`src/hdl/stfe_pkg.sv`:
```
`timescale 1ns / 1ps
package stfe_pkg;

    localparam int TEMP_W  = 32;
    localparam int BYTE_W  = 8;
    localparam int FRAME_W = 64;
    localparam int IN_W    = 40;

    localparam logic [7:0] SYNC_BYTE   = 8'hFF;
    localparam logic [7:0] CMD_SENSOR  = 8'h10;
    localparam logic [7:0] CMD_MESSAGE = 8'h20;
    localparam logic [7:0] TERMINATOR  = 8'h00;
    localparam logic [7:0] PARAM_NONE  = 8'h00;

    localparam logic KIND_TEMP = 1'b0;
    localparam logic KIND_TEXT = 1'b1;

    localparam logic [1:0] FILL_LAST = 2'd3;

    typedef struct packed {
        logic              kind;
        logic [TEMP_W-1:0] temp_value;
        logic [BYTE_W-1:0] text_byte;
    } t_item;

    typedef struct packed {
        logic              emit;
        logic [7:0]        cmd;
        logic [7:0]        param;
        logic [TEMP_W-1:0] payload;
    } t_frame_req;

endpackage

```
`src/hdl/stfe_text_packer.sv`:
```
`timescale 1ns / 1ps
module stfe_text_packer (
    input  logic               i_clk,
    input  logic               i_rst_n,
    input  logic               i_fire,
    input  stfe_pkg::t_item    i_item,
    output stfe_pkg::t_frame_req o_req
);
    import stfe_pkg::*;

    logic [TEMP_W-1:0] r_packed, n_packed;
    logic [1:0]        r_fill,   n_fill;
    logic [7:0]        r_seq,    n_seq;
    logic [TEMP_W-1:0] w_merged;
    logic              w_ended;
    logic              w_full;

    always_comb begin
        w_merged = r_packed;
        case (r_fill)
            2'd0: w_merged[31:24] = i_item.text_byte;
            2'd1: w_merged[23:16] = i_item.text_byte;
            2'd2: w_merged[15:8]  = i_item.text_byte;
            2'd3: w_merged[7:0]   = i_item.text_byte;
            default: w_merged = r_packed;
        endcase
    end

    assign w_ended = (i_item.text_byte == TERMINATOR);
    assign w_full  = (r_fill == FILL_LAST);

    always_comb begin
        n_packed      = r_packed;
        n_fill        = r_fill;
        n_seq         = r_seq;
        o_req.emit    = 1'b0;
        o_req.cmd     = CMD_MESSAGE;
        o_req.param   = r_seq;
        o_req.payload = w_merged;
        if (i_item.kind == KIND_TEMP) begin
            o_req.emit    = 1'b1;
            o_req.cmd     = CMD_SENSOR;
            o_req.param   = PARAM_NONE;
            o_req.payload = i_item.temp_value;
        end else if (w_full || w_ended) begin
            o_req.emit = 1'b1;
            if (i_fire) begin
                n_packed = '0;
                n_fill   = '0;
                n_seq    = w_ended ? 8'd0 : r_seq + 8'd1;
            end
        end else if (i_fire) begin
            n_packed = w_merged;
            n_fill   = r_fill + 2'd1;
        end
    end

    always_ff @(posedge i_clk) begin
        if (!i_rst_n) begin
            r_packed <= '0;
            r_fill   <= '0;
            r_seq    <= '0;
        end else begin
            r_packed <= n_packed;
            r_fill   <= n_fill;
            r_seq    <= n_seq;
        end
    end

endmodule

```
`src/hdl/stfe_frame_builder.sv`:
```
`timescale 1ns / 1ps
module stfe_frame_builder (
    input  stfe_pkg::t_frame_req        i_req,
    output logic [stfe_pkg::FRAME_W-1:0] o_frame
);
    import stfe_pkg::*;

    logic [7:0] w_sum;

    // checksum over the seven leading bytes, modulo 256
    assign w_sum = SYNC_BYTE + i_req.cmd + i_req.param
                 + i_req.payload[31:24] + i_req.payload[23:16]
                 + i_req.payload[15:8]  + i_req.payload[7:0];

    assign o_frame = {SYNC_BYTE, i_req.cmd, i_req.param, i_req.payload, w_sum};

endmodule

```
`src/hdl/sensor_text_frame_encoder.sv`:
```
`timescale 1ns / 1ps
// Frame encoder: takes one word per cycle (tuser 0 = 32-bit temperature, tuser 1 = one text
// byte) and gives 64-bit frames FF, command, parameter, four payload bytes, checksum. A
// temperature word gives a frame with command 10h; text bytes are packed first byte highest
// and give a command 20h frame with the sequence number after four bytes or at a zero byte.
// Each word passes an input register and then a result register, which holds its frame on
// the output, and a new word can be taken every cycle while the output is not stalled.
module sensor_text_frame_encoder (
    input  logic        i_clk,
    input  logic        i_rst_n,
    input  logic        s_axis_tvalid,
    output logic        s_axis_tready,
    input  logic [39:0] s_axis_tdata,  // temp_value [31:0], text_byte [39:32]
    input  logic [0:0]  s_axis_tuser,  // kind [0]
    output logic        m_axis_tvalid,
    input  logic        m_axis_tready,
    output logic [63:0] m_axis_tdata   // frame [63:0]
);
    import stfe_pkg::*;

    logic                 r_in_valid;
    t_item                r_in_item;
    logic                 r_out_valid;
    logic [FRAME_W-1:0]   r_out_frame;
    logic                 w_adv;
    logic                 w_fire;
    t_frame_req           w_req;
    logic [FRAME_W-1:0]   w_frame;

    assign w_adv         = !r_out_valid || m_axis_tready;
    assign w_fire        = r_in_valid && w_adv;
    assign s_axis_tready = !r_in_valid || w_adv;

    always_ff @(posedge i_clk) begin
        if (!i_rst_n) begin
            r_in_valid <= 1'b0;
        end else if (s_axis_tvalid && s_axis_tready) begin
            r_in_valid <= 1'b1;
        end else if (w_adv) begin
            r_in_valid <= 1'b0;
        end
    end

    always_ff @(posedge i_clk) begin
        if (s_axis_tvalid && s_axis_tready) begin
            r_in_item.kind       <= s_axis_tuser[0];
            r_in_item.temp_value <= s_axis_tdata[31:0];
            r_in_item.text_byte  <= s_axis_tdata[39:32];
        end
    end

    stfe_text_packer u_packer (
        .i_clk   (i_clk),
        .i_rst_n (i_rst_n),
        .i_fire  (w_fire),
        .i_item  (r_in_item),
        .o_req   (w_req)
    );

    stfe_frame_builder u_builder (
        .i_req   (w_req),
        .o_frame (w_frame)
    );

    always_ff @(posedge i_clk) begin
        if (!i_rst_n) begin
            r_out_valid <= 1'b0;
        end else if (w_adv) begin
            r_out_valid <= w_fire && w_req.emit;
        end
    end

    always_ff @(posedge i_clk) begin
        if (w_fire && w_req.emit) begin
            r_out_frame <= w_frame;
        end
    end

    assign m_axis_tvalid = r_out_valid;
    assign m_axis_tdata  = r_out_frame;

endmodule

```
`config.mk`:
```
export PLATFORM = sky130hd
export DESIGN_NAME = sensor_text_frame_encoder
export DESIGN_NICKNAME = d
export VERILOG_FILES = /design/src/hdl/stfe_pkg.sv /design/src/hdl/stfe_text_packer.sv /design/src/hdl/stfe_frame_builder.sv /design/src/hdl/sensor_text_frame_encoder.sv
export SDC_FILE = /design/constraint.sdc
export NUM_CORES = 1
export LEC_CHECK = 0
export BUFFER_PORTS_ARGS = -buffer_cell sky130_fd_sc_hd__buf_2
export CORE_ASPECT_RATIO = 0.6
export CORE_MARGIN = 10
export CORE_UTILIZATION = 55
export DETAILED_ROUTE_END_ITERATION = 16
export PLACE_DENSITY = 0.78
export REMOVE_ABC_BUFFERS = 1
export SETUP_SLACK_MARGIN = 0.2
export SYNTH_ARGS = -nofsm -noshare
export SYNTH_HDL_FRONTEND = slang
export SYNTH_HIERARCHICAL = 1
export SYNTH_SLANG_ARGS = --single-unit
```
`constraint.sdc`:
```
create_clock -name i_clk -period 6.65 [get_ports i_clk]
set_clock_uncertainty 0.2 [all_clocks]
set_input_delay 0.3325 -clock i_clk [delete_from_list [all_inputs] [get_ports i_clk]]
set_output_delay 0.3325 -clock i_clk [all_outputs]
set_load 0.1 [all_outputs]
```
# ---- Word level (Yosys, flattened, before mapping)
# Index checks and enable logic that the tools add are counted.
dict set report totals {
  word_cells 49
  inputBits 45
  ff_bits 141
  output_inout_bits 66
}
dict set report op_classes {
  n_eq_ne 3
  muxes 16
  add_sub_neg 8
  n_reduce_logical 13
}
# cell count
set ops {}
lappend ops {{$mux 32} 3}
lappend ops {{$mux 46} 1}
lappend ops {{$add 8x8->8} 5}
lappend ops {{$mux 8} 5}
lappend ops {{$add 1x7->8 const A} 1}
lappend ops {{$add 8x1->8 const B} 1}
lappend ops {{$logic_not 8->1} 1}
lappend ops {{$mux 2} 3}
lappend ops {{$eq 2x2->1 const B} 2}
lappend ops {{$mux 1} 4}
lappend ops {{$logic_and 1x1->1} 3}
lappend ops {{$logic_or 1x1->1} 3}
lappend ops {{$reduce_and 3->1} 1}
lappend ops {{$add 2x1->2 const B} 1}
lappend ops {{$eq 2x1->1 const B} 1}
lappend ops {{$logic_not 1->1} 2}
lappend ops {{$logic_not 2->1} 1}
lappend ops {{$reduce_and 2->1} 1}
lappend ops {{$reduce_bool 2->1} 1}

# ---- Longest topological paths before layout
dict set report depth {
  depth_word 9
  mapped_depth 19
  ltp_nobuf 18
}

# ---- By module
# Netlist, hierarchy kept.
# module instances area_per_inst_um2 cells_per_inst
set by_module_without_submodules {}
lappend by_module_without_submodules {sensor_text_frame_encoder 1 3265.6 118}
lappend by_module_without_submodules {stfe_text_packer 1 2466.1 324}
lappend by_module_without_submodules {stfe_frame_builder 1 1576.5 185}

# ---- Worst setup path after synthesis
# Ideal clock, no wire load.
dict set report synth_timing {
  kind {flip-flop to flip-flop}
  from {register u_packer.r_fill[0]}
  to {register r_out_frame[6] (netlist: m_axis_tdata[6]) (data pin)}
  path_stages_with_launch 16
  setup_slack_ns 1.878
  arrival_ns 4.392
  synth_period_minus_slack_ns 4.772
  path_buffers 2
  setup_ns 0.180
  cell_sequence {dfxtp_1 ha_1 clkbuf_1 clkbuf_1 mux2i_1 a21oi_1 fa_1 inv_1 fa_1 fa_1 fa_1 inv_1 ha_1 inv_1 a2111o_1 o311ai_1}
}
# element line_no
set synth_rtl {}
lappend synth_rtl {{from (decl)} stfe_text_packer.sv:12} ;# logic [1:0] r_fill, n_fill;
lappend synth_rtl {{from (signal assigned)} stfe_text_packer.sv:65} ;# r_fill <= n_fill;
lappend synth_rtl {{to (signal assigned)} sensor_text_frame_encoder.sv:75} ;# r_out_frame <= w_frame;
lappend synth_rtl {{to (decl)} sensor_text_frame_encoder.sv:24} ;# logic [FRAME_W-1:0] r_out_frame;

==> flow_summary.yaml <==
critical_path:
  critPathLaunchType: "register"
  worst_path_dominant_cell_family: "adder cells"
  critPathMaxStageDelay_ns: 1.08
  path_cells: "buf_12 > nor2_1 > a21oi_1 > inv_1 > fa_1 > fa_1 > fa_1 > inv_1 > fa_1 > ha_1 > a211oi_1 > o21bai_1 > a21oi_1 > xnor2_1"
  worstPathRequired_ns: 6.61
  cp_slowest_cell: "edfxtp_1"
  crit_type: "register to register"
  critPathMaxFanout: 45
  crit_path_end_kind: "register"
  critPathBufInv: 3
  critPathArrivalTime_ns: 5.25
  crit_path_frequent_cell: "fa_1"
flow_run:
  maxCapViolCount: 0
sta:
  relSlewSlack_pct: 19.5
  fin_setup_tns_ns: 0
  rsz0062_at_grt: "no"
  period_share_pct: 79.6
  max_freq_mhz: 189
  hold_violations: 0
  tightest_slew_ns: 1.21
  finalSetupViolations: 0
  finalCriticalPeriod_ns: 5.30
  drv_slew: 0
pwr:
  power_density_mw_per_mm2: 328
  p_int_mw: 1.90
  p_switching_uw: 917
  switching_share_pct: 32.5
  combPwrFrac_pct: 28.7
  seq_power_share_pct: 39.0
  power_frac_clock_pct: 32.3
  ir_drop_uv: 158
  p_leak_nw: 3.51
clocking:
  clock_sinks: 149
  numCtsBuffers: 17
  cts-htree-levels: 4
  clk_latency_ns: 0.41
  clock_path_buffers: 2
  cts_resized: 0
  postCtsSetupRepairBufs: 0
  clk_pin_slew_ns: 0.06
  root_buffer: "clkbuf_16"
  cts_tree: "done"
final_layout:
  area_delta_synth_final_pct: 17.5
  fin_nets: 815
  fin_util_pct: 66.4
  fillCellCount: 947
  multiInputGateArea_mm2: 0.00250
  seq_area_mm2: 0.00403
  instances_no_fill: 907
  layout_commonest_cell: "buf_2"
  drive_gt1_share_pct: 21.3
  layout_common_cells: "buf_2 (110), edfxtp_1 (105), inv_1 (64), a21oi_1 (64), dfxtp_1 (44)"
  final_area_mm2: 0.00859
  n_antenna_cell: 0
logic_synthesis:
  synth.distinct_cells: 48
  ys_warn_count: 6
  synth_cells: 627
  ys_seq_area_share_pct: 55.2
  netlist_area_mm2: 0.00731
  ys.flop_type: "edfxtp_1"
  async_flop_share_pct: 0
  synth_edf_count: 105
  avgSynthCellArea_um2: 11.7
  synth_seq_cells: 149
global_routing:
  grt_pass1_vias: 4977
  grt_pass1_wl_um: 25900
  grt_usage_pct: 17.7
  grt_max_degree: 65
  grt_antenna_before_repair: 0
  grt-ovfl-total: 0
place:
  dpl.cell_count: 833
  dpl-instance-area_mm2: 0.00760
  dp_hpwl_um: 11100
  gp_congestion: 0.859
  io_buffers: 110
routing:
  detailedRoute.firstIterationViolations: 376
  post_drt_wl_per_cell_um: 17.8
  ant_nets: 0
  num_vias: 4734
  drcViolationCount: 0
  wl_um: 16200
  dr.pass1.iters: 6
  vias_per_cell: 5.22
floorplan:
  die_y_um: 109
  start_util_pct: 56.5
  dieWidth_um: 169
  coreArea_mm2: 0.0129
  dieArea_mm2: 0.0184
  ioPinCount: 111
  rows: 32
min_path:
  min_path_type: "input port to register"
outcome:
  status: "completed"
[repair_timing]
item / CTS / global route
endpoints found under the setup margin: 0 / 0
hold buffers: 42 / 0
endpoints found under the hold margin: 42 / 0
[cells in the mapped netlist (all sizes together) (2+ instances only)]
library cell	n	area (um2)
fa	25	500
clkbuf	22	83.8
nor4	2	42.5
nor2	37	139
dfxtp	44	881
nand3b	2	15.0
o22ai	2	12.5
inv	64	240
conb	2	7.51
mux2i	32	320
a21oi	65	329
edfxtp	105	3150
a21o	3	22.5
a21boi	3	22.5
nand2	43	161
xor2	4	35.0
xnor2	9	86.3
and3	5	31.3
nand3	27	135
buf	71	518
ha	21	263
and2	18	113
a221o	3	30.0
o21ai	3	18.8
[layout make-up]
cell class | count | share of cell area [%]
inverters | 64 | 2.80
multi-input cells | 333 | 29.1
well taps | 170 | 2.48
clock buffers | 21 | 5.48
clock inverters | 11 | 1.15
repair buffers | 159 | 12.1
flip-flops and latches | 149 | 47.0
[tightest hold or removal path, stage by stage]
cell and delay (ns):
buf_2 0.17, nand2_1 0.08, o21ai_1 0.05
[layer usage]
layer	global-route usage (%)	vias to the layer above	routed length, um
met2	28.4	205	7480
li1	-	2235	-
met4	6.06	0	161
met5	0	-	0
met1	22.5	2279	7110
met3	5.49	15	1410
[path summary, 6_finish.rpt]
path | depth (start not counted) | from | slack [ns] | to
setup / recovery | 14 | r_in_item[40] | 1.35 | m_axis_tdata[7]
hold / removal | 3 | i_rst_n | 0.07 | r_in_valid
setup reg to reg | 14 | r_in_item[40] | 1.35 | m_axis_tdata[7]
hold reg to reg | 2 | u_packer/r_packed[30] | 0.26 | u_packer/r_packed[30]
[flip-flops by register name, indices dropped and copies added, names as in the netlist]
register / flops
r_in_item: 41
m_axis_tdata: 64
u_packer/r_seq: 8
r_in_valid: 1
u_packer/r_fill: 2
m_axis_tvalid: 1
u_packer/r_packed: 32
[per-stage QoR]
stage	power (mW)	setup WS [ns]	hold WS, ns
6_report	2.82	1.35	0.0695
5_1_grt	2.96	1.11	0.0705
4_1_cts	2.83	1.44	0.0508
3_5_place_dp	1.89	1.49	0.247
3_3_place_gp	1.85	1.69	0.241
2_1_floorplan	1.72	1.54	0.229
[kinds of logic (layout without fill, tap and decap cells)]
logic type,count (synthesis),in the layout,share of synthesized area (%)
simple gates,139,139,9.36
fa+ha+maj,46,46,10.4
flops,149,149,55.2
xor+xnor,14,14,1.97
compound gates,87,87,6.87
buf+inv,157,255,11.5
other cells,2,14,0.103
mux,33,33,4.54
[power by group through the flow]
stage                     clock network [mW]  registers [mW]  logic [mW]
final                                  0.912            1.10       0.810
after global placement                     0            1.12       0.735
after floorplan                            0            1.29       0.431
after CTS                              0.929            1.10       0.807
after global routing                   0.969            1.10       0.884
after detailed placement                   0            1.12       0.773
Note: power is estimated with default switching activity, not from simulation.
